===== src/hw/rtl/wmre_pkg.sv =====
// Package: shared types and constants for the word mangling rule engine.
package wmre_pkg;

	localparam logic [1:0] OP_CLEAR  = 2'd0;
	localparam logic [1:0] OP_APPEND = 2'd1;
	localparam logic [1:0] OP_RULE   = 2'd2;
	localparam logic [1:0] OP_READ   = 2'd3;

	localparam logic [7:0] CH_LOW_A  = 8'h61;
	localparam logic [7:0] CH_LOW_Z  = 8'h7A;
	localparam logic [7:0] CH_UP_A   = 8'h41;
	localparam logic [7:0] CH_UP_Z   = 8'h5A;
	localparam logic [7:0] CASE_BIT  = 8'h20;
	localparam logic [7:0] CH_ZERO   = 8'h30;
	localparam logic [7:0] CH_NINE   = 8'h39;

	localparam logic [7:0] R_LOWER   = 8'h6C; // l
	localparam logic [7:0] R_UPPER   = 8'h75; // u
	localparam logic [7:0] R_TOGGLE  = 8'h74; // t
	localparam logic [7:0] R_CAP     = 8'h63; // c
	localparam logic [7:0] R_UNCAP   = 8'h43; // C
	localparam logic [7:0] R_TOG_AT  = 8'h54; // T
	localparam logic [7:0] R_OVER    = 8'h6F; // o
	localparam logic [7:0] R_TRUNC   = 8'h27; // '
	localparam logic [7:0] R_DEL_LST = 8'h5D; // ]
	localparam logic [7:0] R_SUBST   = 8'h73; // s
	localparam logic [7:0] R_REVERSE = 8'h72; // r
	localparam logic [7:0] R_DUP     = 8'h64; // d
	localparam logic [7:0] R_MIRROR  = 8'h66; // f
	localparam logic [7:0] R_ROT_L   = 8'h7B; // {
	localparam logic [7:0] R_ROT_R   = 8'h7D; // }
	localparam logic [7:0] R_APPEND  = 8'h24; // $
	localparam logic [7:0] R_PREPEND = 8'h5E; // ^
	localparam logic [7:0] R_DEL_FST = 8'h5B; // [
	localparam logic [7:0] R_DEL_AT  = 8'h44; // D
	localparam logic [7:0] R_EXTRACT = 8'h78; // x
	localparam logic [7:0] R_INSERT  = 8'h69; // i
	localparam logic [7:0] R_PURGE   = 8'h40; // @
	localparam logic [7:0] R_DUP_FST = 8'h7A; // z
	localparam logic [7:0] R_DUP_LST = 8'h5A; // Z
	localparam logic [7:0] R_DOUBLE  = 8'h71; // q
	localparam logic [7:0] R_REPEAT  = 8'h70; // p

	// Source of each scratch byte in a rebuilding walk.
	typedef enum logic [1:0] {
		SRC_WORD,
		SRC_ARG,
		SRC_SKIP,
		SRC_DONE
	} src_kind_t;

	typedef struct packed {
		src_kind_t kind;
		logic      from_arg_b;
	} src_sel_t;

	function automatic logic [3:0] digit_of(input logic [7:0] c);
		logic [7:0] d;
		begin
			d = c - CH_ZERO;
			digit_of = (c >= CH_ZERO && c <= CH_NINE) ? d[3:0] : 4'd0;
		end
	endfunction

	function automatic logic is_upper(input logic [7:0] b);
		is_upper = (b >= CH_UP_A && b <= CH_UP_Z);
	endfunction

	function automatic logic is_lower(input logic [7:0] b);
		is_lower = (b >= CH_LOW_A && b <= CH_LOW_Z);
	endfunction

	function automatic logic [7:0] to_lower(input logic [7:0] b);
		to_lower = is_upper(b) ? (b + CASE_BIT) : b;
	endfunction

	function automatic logic [7:0] to_upper(input logic [7:0] b);
		to_upper = is_lower(b) ? (b - CASE_BIT) : b;
	endfunction

	function automatic logic [7:0] toggle(input logic [7:0] b);
		toggle = is_lower(b) ? (b - CASE_BIT) : (is_upper(b) ? (b + CASE_BIT) : b);
	endfunction

	function automatic logic is_rebuild(input logic [7:0] c);
		is_rebuild = (c == R_REVERSE) || (c == R_DUP) || (c == R_MIRROR) ||
			(c == R_ROT_L) || (c == R_ROT_R) || (c == R_APPEND) || (c == R_PREPEND) ||
			(c == R_DEL_FST) || (c == R_DEL_AT) || (c == R_EXTRACT) ||
			(c == R_INSERT) || (c == R_PURGE) || (c == R_DUP_FST) ||
			(c == R_DUP_LST) || (c == R_DOUBLE) || (c == R_REPEAT);
	endfunction

	function automatic logic is_inplace(input logic [7:0] c);
		is_inplace = (c == R_LOWER) || (c == R_UPPER) || (c == R_TOGGLE) ||
			(c == R_SUBST);
	endfunction

endpackage


===== src/hw/rtl/wmre_walker.sv =====
// Walk step generator: gives the source of each scratch byte for a rebuild.
module wmre_walker import wmre_pkg::*; #(
	parameter int LW = 6,
	parameter int SW = 10
) (
	input  logic [7:0]    cmd,
	input  logic [LW-1:0] len,
	input  logic [3:0]    n,
	input  logic [3:0]    m,
	input  logic [SW-1:0] step,
	input  logic [LW-1:0] rep,
	output src_sel_t      sel,
	output logic [LW-1:0] rd_idx
);
	// step: current walk step; the source index is derived per command.
	// rep: step index wrapped at the word length, kept by the sequencer.
	logic [SW-1:0] len_w, n_w, m_w, last_w, tot, j;
	always_comb begin
		len_w  = SW'(len);
		n_w    = SW'(n);
		m_w    = SW'(m);
		last_w = len_w - SW'(1);
		sel.kind = SRC_DONE;
		sel.from_arg_b = 1'b0;
		j = step;
		tot = len_w;
		unique case (cmd)
			R_REVERSE: begin
				tot = len_w; j = last_w - step; sel.kind = SRC_WORD;
			end
			R_DUP: begin
				tot = len_w << 1; j = (step < len_w) ? step : step - len_w;
				sel.kind = SRC_WORD;
			end
			R_MIRROR: begin
				tot = len_w << 1;
				j = (step < len_w) ? step : (last_w - (step - len_w));
				sel.kind = SRC_WORD;
			end
			R_ROT_L: begin
				tot = len_w; j = (step == last_w) ? SW'(0) : step + SW'(1);
				sel.kind = SRC_WORD;
			end
			R_ROT_R: begin
				tot = len_w; j = (step == SW'(0)) ? last_w : step - SW'(1);
				sel.kind = SRC_WORD;
			end
			R_APPEND: begin
				tot = len_w + SW'(1);
				sel.kind = (step == len_w) ? SRC_ARG : SRC_WORD;
			end
			R_PREPEND: begin
				tot = len_w + SW'(1); j = step - SW'(1);
				sel.kind = (step == SW'(0)) ? SRC_ARG : SRC_WORD;
			end
			R_DEL_FST: begin
				tot = len_w; j = step;
				sel.kind = (step == SW'(0)) ? SRC_SKIP : SRC_WORD;
			end
			R_DEL_AT: begin
				tot = len_w; sel.kind = (step == n_w) ? SRC_SKIP : SRC_WORD;
			end
			R_EXTRACT: begin
				// a range past the end leaves the word as it is
				tot = len_w;
				sel.kind = (n_w + m_w <= len_w && step >= n_w && step < n_w + m_w) ?
					SRC_SKIP : SRC_WORD;
			end
			R_INSERT: begin
				// a position past the end leaves the word as it is
				tot = (n_w > len_w) ? len_w : len_w + SW'(1); sel.from_arg_b = 1'b1;
				j = (step > n_w) ? step - SW'(1) : step;
				sel.kind = (step == n_w) ? SRC_ARG : SRC_WORD;
			end
			R_PURGE: begin
				tot = len_w; sel.kind = SRC_WORD; // compare done by caller
			end
			R_DUP_FST: begin
				tot = len_w + n_w;
				j = (step < n_w) ? SW'(0) : step - n_w; sel.kind = SRC_WORD;
			end
			R_DUP_LST: begin
				tot = len_w + n_w;
				j = (step < len_w) ? step : last_w; sel.kind = SRC_WORD;
			end
			R_DOUBLE: begin
				tot = len_w << 1; j = step >> 1; sel.kind = SRC_WORD;
			end
			R_REPEAT: begin
				tot = len_w * n_w; sel.kind = SRC_WORD;
				j = SW'(rep);
			end
			default: begin
				tot = SW'(0);
			end
		endcase
		if (step >= tot) sel.kind = SRC_DONE;
		rd_idx = j[LW-1:0];
	end
endmodule


===== src/hw/rtl/word_mangling_rule_engine_top.sv =====
// Top level: word mangling rule engine with sequencer, word and scratch memories.
//
// Usage: drive op, data_byte, rule_char, arg_a and arg_b and raise start;
// a request is taken at the clock edge where start is high and busy is low.
// Clear, append, c, C, T, o, ' and ] (and unknown commands) finish at the
// accepting edge: busy stays low and the next request can go on the next edge.
// In-place rules (l u t s) hold busy while they rewrite the word one byte a cycle.
// Rebuilding rules (r d f { } $ ^ [ D x i @ z Z q p) walk their source steps
// into a scratch memory one byte a cycle, then copy the new word back one
// byte a cycle; p walks up to 9*len steps but never writes more than MAX_LEN
// bytes.
// Read out holds busy while it gives one result per byte on out_byte, last,
// overflow and empty_res, the first registered at the edge after the
// accepting edge, each for exactly one cycle marked by valid; an empty word
// gives one result with empty_res set. The receiver cannot stall the block.
// Reset clears length, overflow and the sequencer; memory contents are left
// undefined, which is safe since bytes at or above the length are never read.
module word_mangling_rule_engine_top import wmre_pkg::*; #(
	parameter int MAX_LEN = 32
) (
	input  logic       clk,
	input  logic       arst_n,
	input  logic       start,
	output logic       busy,
	input  logic [1:0] op,
	input  logic [7:0] data_byte,
	input  logic [7:0] rule_char,
	input  logic [7:0] arg_a,
	input  logic [7:0] arg_b,
	output logic       valid,
	output logic [7:0] out_byte,
	output logic       last,
	output logic       overflow,
	output logic       empty_res
);
	localparam int LW = $clog2(MAX_LEN + 1);
	localparam int AW = $clog2(MAX_LEN);
	localparam int SW = $clog2(9 * MAX_LEN + 2);

	typedef enum logic [2:0] {
		S_IDLE, S_INPLACE, S_WALK, S_COPY, S_READ, S_READ_EMPTY
	} state_t;

	state_t        state_q;
	logic [LW-1:0] len_q, slen_q;
	logic          ovf_q, cut_q;
	logic [7:0]    cmd_q, a_q, b_q;
	logic [SW-1:0] step_q;
	logic [LW-1:0] idx_q;
	logic [LW-1:0] rep_q;

	logic [7:0] word_mem [MAX_LEN];
	logic [7:0] scr_mem  [MAX_LEN];

	logic [3:0] n_d, m_d;
	assign n_d = digit_of(a_q);
	assign m_d = digit_of(b_q);

	src_sel_t      sel;
	logic [LW-1:0] wk_idx;
	wmre_walker #(.LW(LW), .SW(SW)) u_walk (
		.cmd(cmd_q), .len(len_q), .n(n_d), .m(m_d), .step(step_q), .rep(rep_q),
		.sel(sel), .rd_idx(wk_idx)
	);

	// Combinational word read; in-place and walk paths address it by index.
	logic [7:0] wrd, srd;
	logic [LW-1:0] rd_addr;
	always_comb begin
		unique case (state_q)
			S_WALK:  rd_addr = wk_idx;
			default: rd_addr = idx_q;
		endcase
		wrd = word_mem[rd_addr[AW-1:0]];
		srd = scr_mem[idx_q[AW-1:0]];
	end

	logic          acc;
	logic [3:0]    na;
	logic [LW-1:0] na_w;
	assign acc  = start && !busy;
	assign na   = digit_of(arg_a);
	assign na_w = LW'(na);
	assign busy = (state_q != S_IDLE);

	logic [7:0] put_byte;
	logic       put_en;
	always_comb begin
		put_byte = wrd;
		if (sel.kind == SRC_ARG) put_byte = sel.from_arg_b ? b_q : a_q;
		put_en = (sel.kind == SRC_WORD || sel.kind == SRC_ARG);
		if (cmd_q == R_PURGE && wrd == a_q) put_en = 1'b0;
	end

	// Memories: one write port each, clocked.
	always_ff @(posedge clk) begin
		if (acc && op == OP_APPEND && len_q < LW'(MAX_LEN))
			word_mem[len_q[AW-1:0]] <= data_byte;
		if (acc && op == OP_RULE && len_q != '0) begin
			if (rule_char == R_CAP) word_mem[0] <= to_upper(word_mem[0]);
			if (rule_char == R_UNCAP) word_mem[0] <= to_lower(word_mem[0]);
			if (rule_char == R_TOG_AT && na_w < len_q)
				word_mem[na_w[AW-1:0]] <= toggle(word_mem[na_w[AW-1:0]]);
			if (rule_char == R_OVER && na_w < len_q)
				word_mem[na_w[AW-1:0]] <= arg_b;
		end
		if (state_q == S_INPLACE) begin
			unique case (cmd_q)
				R_LOWER:  word_mem[idx_q[AW-1:0]] <= to_lower(wrd);
				R_UPPER:  word_mem[idx_q[AW-1:0]] <= to_upper(wrd);
				R_TOGGLE: word_mem[idx_q[AW-1:0]] <= toggle(wrd);
				default:  word_mem[idx_q[AW-1:0]] <= (wrd == a_q) ? b_q : wrd;
			endcase
		end
		if (state_q == S_WALK && put_en && slen_q < LW'(MAX_LEN))
			scr_mem[slen_q[AW-1:0]] <= put_byte;
		if (state_q == S_COPY && idx_q < slen_q)
			word_mem[idx_q[AW-1:0]] <= srd;
	end

	// Sequencer: state and registered result outputs.
	always_ff @(posedge clk or negedge arst_n) begin
		if (!arst_n) begin
			state_q   <= S_IDLE;
			len_q     <= '0;
			ovf_q     <= 1'b0;
			valid     <= 1'b0;
			cut_q     <= 1'b0;
			slen_q    <= '0;
			step_q    <= '0;
			idx_q     <= '0;
			rep_q     <= '0;
			cmd_q     <= '0;
			a_q       <= '0;
			b_q       <= '0;
			out_byte  <= '0;
			last      <= 1'b0;
			overflow  <= 1'b0;
			empty_res <= 1'b0;
		end else begin
			valid <= 1'b0;
			unique case (state_q)
				S_IDLE: begin
					if (acc) begin
						cmd_q <= rule_char; a_q <= arg_a; b_q <= arg_b;
						idx_q <= '0; step_q <= '0; slen_q <= '0; cut_q <= 1'b0;
						rep_q <= '0;
						unique case (op)
							OP_CLEAR: begin
								len_q <= '0; ovf_q <= 1'b0;
							end
							OP_APPEND: begin
								if (len_q < LW'(MAX_LEN)) len_q <= len_q + LW'(1);
								else ovf_q <= 1'b1;
							end
							OP_RULE: begin
								if (len_q != '0) begin
									if (rule_char == R_TRUNC && na_w <= len_q) len_q <= na_w;
									if (rule_char == R_DEL_LST) len_q <= len_q - LW'(1);
									if (is_inplace(rule_char)) state_q <= S_INPLACE;
									if (is_rebuild(rule_char)) state_q <= S_WALK;
								end
							end
							default: begin
								state_q <= (len_q == '0) ? S_READ_EMPTY : S_READ;
							end
						endcase
					end
				end
				S_INPLACE: begin
					// advance one byte a cycle
					if (idx_q + LW'(1) >= len_q) state_q <= S_IDLE;
					idx_q <= idx_q + LW'(1);
				end
				S_WALK: begin
					if (sel.kind == SRC_DONE) begin
						state_q <= S_COPY; idx_q <= '0;
					end else begin
						step_q <= step_q + SW'(1);
						rep_q  <= (rep_q + LW'(1) == len_q) ? '0 : rep_q + LW'(1);
						if (put_en) begin
							if (slen_q < LW'(MAX_LEN)) slen_q <= slen_q + LW'(1);
							else cut_q <= 1'b1;
						end
					end
				end
				S_COPY: begin
					if (idx_q >= slen_q) begin
						len_q <= slen_q;
						if (cut_q) ovf_q <= 1'b1;
						state_q <= S_IDLE;
					end
					idx_q <= idx_q + LW'(1);
				end
				S_READ: begin
					valid     <= 1'b1;
					out_byte  <= wrd;
					last      <= (idx_q + LW'(1) == len_q);
					overflow  <= ovf_q;
					empty_res <= 1'b0;
					idx_q     <= idx_q + LW'(1);
					if (idx_q + LW'(1) == len_q) state_q <= S_IDLE;
				end
				default: begin
					valid <= 1'b1; out_byte <= '0; last <= 1'b1;
					overflow <= ovf_q; empty_res <= 1'b1;
					state_q <= S_IDLE;
				end
			endcase
		end
	end

	a_len_bound: assert property (@(posedge clk) disable iff (!arst_n)
		len_q <= LW'(MAX_LEN)) else $error("word length beyond capacity");
	a_busy_no_result_idle: assert property (@(posedge clk) disable iff (!arst_n)
		(state_q == S_IDLE && !$past(busy)) |-> !valid)
		else $error("result without read out");
	a_empty_last: assert property (@(posedge clk) disable iff (!arst_n)
		(valid && empty_res) |-> last) else $error("empty result not last");
	a_clear_ovf: assert property (@(posedge clk) disable iff (!arst_n)
		(acc && op == OP_CLEAR) |=> (!ovf_q && len_q == '0))
		else $error("clear did not reset word");
endmodule

===== config.mk =====
export PLATFORM = sky130hd
export DESIGN_NAME = word_mangling_rule_engine_top
export DESIGN_NICKNAME = d
export VERILOG_FILES = /design/src/hw/rtl/wmre_pkg.sv /design/src/hw/rtl/wmre_walker.sv /design/src/hw/rtl/word_mangling_rule_engine_top.sv
export SDC_FILE = /design/constraint.sdc
export NUM_CORES = 1
export LEC_CHECK = 0
export BUFFER_PORTS_ARGS = -buffer_cell sky130_fd_sc_hd__buf_4
export CAP_MARGIN = 25
export CORE_ASPECT_RATIO = 1.5
export CORE_UTILIZATION = 52
export DETAILED_ROUTE_END_ITERATION = 10
export PLACE_DENSITY = 0.7
export SLEW_MARGIN = 20
export SYNTH_ARGS = -nofsm -noshare
export SYNTH_HDL_FRONTEND = slang
export SYNTH_SLANG_ARGS = --single-unit

===== constraint.sdc =====
create_clock -name clk -period 7.45 [get_ports clk]
set_input_delay 0 -clock clk [delete_from_list [all_inputs] [get_ports clk]]
set_output_delay 0 -clock clk [all_outputs]
set_load 0.005 [all_outputs]

-- Word level (Yosys, flattened, before mapping)
Memories as Yosys holds them, arrays and structs flattened.
Index checks and enable logic that the tools add are counted.
- order comparisons: 33
- bitwise logic cells: 6
- $add $sub $neg: 24
- muxes and demuxes: 126
- eq/ne operators: 77
- multipliers: 1
- reductions and logical operators: 73
- operator list (cell ; count):
    $eq A8 B7 Y1 const B ; 42
    $mux W8 ; 19
    $mux W6 ; 13
    $mux W5 ; 11
    $pmux W5 S11 ; 1
    $pmux W9 S6 ; 1
    $ge A8 B7 Y1 const B ; 6
    $le A8 B7 Y1 const B ; 6
    $mux W1 ; 48
    $pmux W6 S2 ; 3
    $pmux W6 S3 ; 2
    $add A6 B1 Y6 const B ; 4
    $add A8 B6 Y8 const B ; 3
    $eq A8 B6 Y1 const B ; 3
    $ge A8 B6 Y1 const B ; 3
    $le A8 B6 Y1 const B ; 3
    $mux W3 ; 8
    $reduce_or A8 Y1 ; 3
    $sub A8 B6 Y8 const B ; 3
    $logic_and A1 B1 Y1 ; 23
    $logic_or A1 B1 Y1 ; 19
    $mux W9 ; 2
    $pmux W9 S2 ; 1
    $pmux W8 S2 ; 1
    67 further kinds ; 112
- memories kept: 2
- output and inout port bits: 13
- word-level logic and storage cells: 358
- memory bits (writable): 512
- input port bits: 37
- register bits after elaboration: 74
- memories (name ; words ; bits a word ; rd ports ; clocked after memory_dff ; write ports ; line ; RTL):
    scr_mem ; 32 ; 8 ; 1 ; 0 ; 1 ; word_mangling_rule_engine_top.sv:53 ; logic [7:0] scr_mem [MAX_LEN];
    word_mem ; 32 ; 8 ; 3 ; 0 ; 1 ; word_mangling_rule_engine_top.sv:52 ; logic [7:0] word_mem [MAX_LEN];

-- Depth between registers and ports, before layout
- depth in word-level cells: 21
- mapped depth: 30
- mapped depth without buffers: 29

-- Cells and area by module
A second synthesis with hierarchy kept.
- cell total of the unflattened synthesis: 2720
- area, all modules: 31949.4 um^2
- modules (own cells, without submodules) (module ; instances ; cells each ; sequential area each (um^2) ; area each (um^2)):
    word_mangling_rule_engine_top ; 1 ; 2194 ; 17226.5 ; 28041.9
    wmre_walker ; 1 ; 526 ; 0.0 ; 3907.5

-- Worst setup path after synthesis
Ideal clock, no wire load.
- kind: flip-flop to flip-flop
- start: reg a_q[2]
- end: mem word_mem[0][5], data pin
- cell stages (with the launch flop): 25
- path slack: 0.150 ns
- required time: 6.983 ns
- arrival: 6.833 ns
- clock period less this slack: 7.300 ns
- library setup time: 0.467 ns
- buffers on the path: 3
- cell sequence: dfrtp_1 -> o21ai_0 -> and4_1 -> and2_1 -> clkbuf_1 -> inv_1 -> ha_1 -> nand2b_1 -> a21bo_2 -> o21ai_1 -> mux2i_1 -> a2111oi_4 -> and3_1 -> buf_4 -> nor2_1 -> buf_6 -> mux4_2 -> a221o_1 -> a311o_1 -> a21oi_1 -> o2111ai_1 -> or3_4 -> nor3_4 -> a211oi_1 -> o31ai_1
- longest elaborated chain between the ends: 16
- elaborated cells between the ends (all ways): 31
- those cells by class: add/sub: 4; order compare: 8; eq/ne: 1; mux: 14; reduce/logical: 3; memory: 1
- RTL lines (what ; line ; RTL):
    start, declared ; word_mangling_rule_engine_top.sv:47 ; logic [7:0] cmd_q, a_q, b_q;
    start signal, assigned ; word_mangling_rule_engine_top.sv:145 ; cmd_q <= rule_char; a_q <= arg_a; b_q <= arg_b;
    $ge A8 B6 Y1 / $le A8 B6 Y1 (equally long branches) ; wmre_pkg.sv:61 ; digit_of = (c >= CH_ZERO && c <= CH_NINE) ? d[3:0] : 4'd0;
    $logic_and A1 B1 Y1 ; wmre_pkg.sv:61 ;
    $mux W4 ; wmre_pkg.sv:61 ;
    $lt A9 B4 Y1, or another cell as far along ; wmre_walker.sv:80 ; j = (step < n_w) ? SW'(0) : step - n_w; sel.kind = SRC_WORD;
    $mux W5 (on tied branches) ; wmre_walker.sv:80, wmre_walker.sv:72 ;
    $pmux W5 S11 ; wmre_walker.sv:27 ; unique case (cmd)
    $mux W5 ; word_mangling_rule_engine_top.sv:70 ; unique case (state_q)
    $mem_v2 Z32 W8 ; n/a ;
    $ge A8 B7 Y1, or another cell as far along ; wmre_pkg.sv:66 ; is_upper = (b >= CH_UP_A && b <= CH_UP_Z);
    $logic_and A1 B1 Y1 (on tied branches) ; wmre_pkg.sv:66, wmre_pkg.sv:70 ;
    $mux W8 (on tied branches) ; wmre_pkg.sv:74, wmre_pkg.sv:82, wmre_pkg.sv:78 ;
    $mux W8 (on tied branches) ; n/a ;
    $mux W8 (no source line) ; n/a ;
    $mux W8 (no source line) (*) (3 in series) ; n/a ;
    end, declared ; word_mangling_rule_engine_top.sv:52 ;
Mark *: on every way between the ends. The rest lies on a longest branch, timed or not.

-- Worst setup path after layout
- start: reg a_q[7]
- end: mem word_mem[29][6], data pin
The elaborated chain is that of the path after synthesis.

==> flow_summary.ini <==
[clocking]
post-cts-setup-buffers = 0
cts_sinks = 586
clockRootBuffer = clkbuf_16
cts.path.max_buffers = 3
h-tree-depth = 2
path_clk_slew_ps = 70
cts_buffers = 54
clk_latency_ps = 640
cts_tree = done

[placed_design]
gp_congestion = 1.02
placedCellCount = 3410
portBuffers = 49
pre_cts_ws_ps = 221
place_hpwl_um = 76300
place_area_um2 = 33200

[sta]
max_clock_freq_mhz = 140
finalSetupTns_ps = 0
whs_ps = -42.4
slew_headroom = 0.280
final.period_utilization = 0.955
tightestPinTransition_ps = 1080
skew_ps = 26.0
layout_min_cycle_time_ps = 7120
setup_ws_ps = 332
rsz0062_at_grt = no
drv_slew = 0
hold_viol_final = 19
setup_viol = 0

[worst_setup_path]
cp.required_ps = 7820
crit_family = compound AO/OA/AOI/OAI gates
crit_buf_inv = 4
crit_arrival_ps = 7490
cp_max_fo = 32
critPathKind = flip-flop to flip-flop
slowest_delay_ps = 510
cp_slowest_cell = a2111oi_4
crit_path_frequent_cell = buf_4
crit_path_start_kind = flip-flop
crit_path_end_kind = flip-flop
worstPathCellList = nor2_1 -> and4_1 -> and2_1 -> inv_1 -> ha_1 -> nand4_1 -> a211oi_1 -> o21ai_1 -> buf_4 -> mux2i_1 -> a2111oi_4 -> nand3_2 -> buf_4 -> and3_1 -> a211oi_1 -> o22ai_1 -> o21a_1 -> o41ai_2 -> o2111ai_1 -> or3_4 -> nor3_4 -> mux2i_1 -> a211oi_4 -> buf_4

[yosys]
synth_warnings = 0
synth_top_area_frac = 0.492
synth.most_common_cell = edfxtp_1
ys_seq_elements = 586
synth.avg_cell_area_um2 = 12.0
ys_types = 101
synthTopCellsByCount = edfxtp_1, nand2_1, nor2_1
ys_seq_area_frac = 0.551
synthesis.instances = 2608
synth_area_leaders = edfxtp_1, dfrtp_1, mux2i_1
async_flop_share = 0.126
synth_area_um2 = 31300
synthFlopType = edfxtp_1
yosysTopAreaCell = edfxtp_1
synth.net_count = 2756
synth_edf_count = 512

[die]
ios = 50
num_rows = 109
core_um2 = 59200
die_area_um2 = 61200
die_w_um = 202
die_h_um = 302
initial_core_util = 0.528

[finish]
drive_gt1_frac = 0.148
fill_cells = 4675
stdcell_count = 3539
seqCellArea_um2 = 17200
area_growth_pct = 13.0
num_antenna_cells = 0
fin_nets = 2867
final_area_um2 = 35400
multi_input_area_um2 = 13100

[global_route]
gr-total-overflow = 0
grt_max_degree = 75
grt_pass1_vias = 23200
antenna_found_initial = 1
grt_usage = 0.343
grt_pass1_wl_um = 153000

[detailed_routing]
post_drt_via_cell_ratio = 6.68
wl_per_cell_um = 29.6
drc = 0
ant_nets = 0
vias = 23600
firstDrtPassIters = 8
drt_iter0_markers = 2924
wl_um = 105000

[pwr]
irDropWorstVdd_v = 0.000341
powerDensity_nw_per_um2 = 381
total_power_uw = 13500
p_leak_uw = 0.0129

[min_path]
min_path_type = primary input to async pin

[run_status]
run_status = complete, but fails checks
violations = negative hold slack

[flow_run]
drv_cap = 0
what timing repair did:
item	4_1_cts	5_1_grt
hold endpoints to repair	99	0
hold buffers	26	0
endpoints found under the setup margin	0	32
resized for setup	0	2
worst register-to-register path, stage by stage (launching register included):
cell and delay, ps:
dfrtp_1 440, nor2_1 200, and4_1 260, and2_1 210, inv_1 100, ha_1 390, nand4_1 160, a211oi_1 310
o21ai_1 110, buf_4 170, mux2i_1 150, a2111oi_4 510, nand3_2 210, buf_4 280, and3_1 230, a211oi_1 480
o22ai_1 230, o21a_1 220, o41ai_2 370, o2111ai_1 220, or3_4 470, nor3_4 250, mux2i_1 170, a211oi_4 260
buf_4 390
path summary, 6_finish.rpt:
kind | start | endpoint | slack (ps) | cells after the start
max | a_q[7] | word_mem[29][6] | 330 | 24
min | arst_n | cmd_q[6] | -40 | 2
max reg2reg | a_q[7] | word_mem[29][6] | 330 | 24
min reg2reg | empty_res | empty_res | 480 | 1
max in group asynchronous | arst_n | idx_q[0] | 6850 | 2
min in group clk | op[1] | state_q[2] | 80 | 6
report_power, final:
part           internal, µW  switching (µW)
Combinational          1880            3800
Sequential             4640             253
Clock                  1670            1240
Total                  8190            5290
state kept, by name, indices dropped and copies added, names as in the netlist, 6 cells and up:
signal,count
scr_mem,256
out_byte,8
len_q,6
slen_q,6
a_q,8
word_mem,256
b_q,8
rep_q,6
idx_q,6
step_q,9
cmd_q,8
metrics by stage:
| step | util | hold slack, ps |
|---|---|---|
| after floorplan | - | -296 |
| after global placement | 0.561 | 210 |
| after detailed placement | 0.561 | 210 |
| after CTS | 0.597 | 69.3 |
| after global routing | 0.597 | 36.5 |
| final | 0.597 | -42.4 |
cell type report:
class | count | share of cell area
sequential | 586 | 0.487
clock buffer | 69 | 0.0424
inverter | 105 | 0.0111
timing repair buffer | 215 | 0.0514
multi-input combinational | 1757 | 0.370
clock inverter | 30 | 0.0101
tap | 777 | 0.0275
per-layer routing:
metal	vias to the layer above	track usage	wire, µm
met5	-	0	13
met4	2	0.180	6140
met3	317	0.0469	8520
met2	1376	0.584	51500
met1	11600	0.426	38700
li1	10300	-	-
cells by family (layout without fill, tap and decap cells):
family / after synthesis / after routing / share of synthesized area
buffers and inverters: 265 / 419 / 0.0350
adders and majority gates: 111 / 111 / 0.0478
xor gates and xnor gates: 55 / 55 / 0.0154
AOI/OAI and AO/OA: 637 / 637 / 0.144
DFF: 586 / 586 / 0.551
and+or+nand+nor: 732 / 732 / 0.116
muxes: 222 / 222 / 0.0906
cells in the final DEF (no fill, tap or decap), types with 22 or more instances in the layout:
cell type | synthesis | layout
dfrtp_1 | 74 | 73
o21ai_0 | 134 | 130
buf_4 | 6 | 176
mux4_2 | 45 | 45
a31oi_1 | 35 | 30
nor2b_1 | 31 | 31
mux2i_1 | 141 | 140
nand4_1 | 22 | 22
nand2b_1 | 26 | 26
nor2_1 | 171 | 170
inv_1 | 102 | 102
dlygate4sd3_1 | 0 | 26
and3_1 | 59 | 59
mux2_2 | 35 | 35
a21o_1 | 24 | 24
o211ai_1 | 37 | 37
nand2_1 | 219 | 219
nand3_1 | 55 | 55
a211oi_1 | 29 | 29
a21oi_1 | 92 | 88
o22ai_1 | 28 | 28
edfxtp_1 | 512 | 512
a221oi_1 | 31 | 31
o221ai_1 | 32 | 32
clkbuf_16 | 0 | 56
nor3_1 | 43 | 43
xnor2_1 | 38 | 38
ha_1 | 97 | 97
a22oi_1 | 27 | 27
No activity file was read; power rests on OpenSTA's default activity.
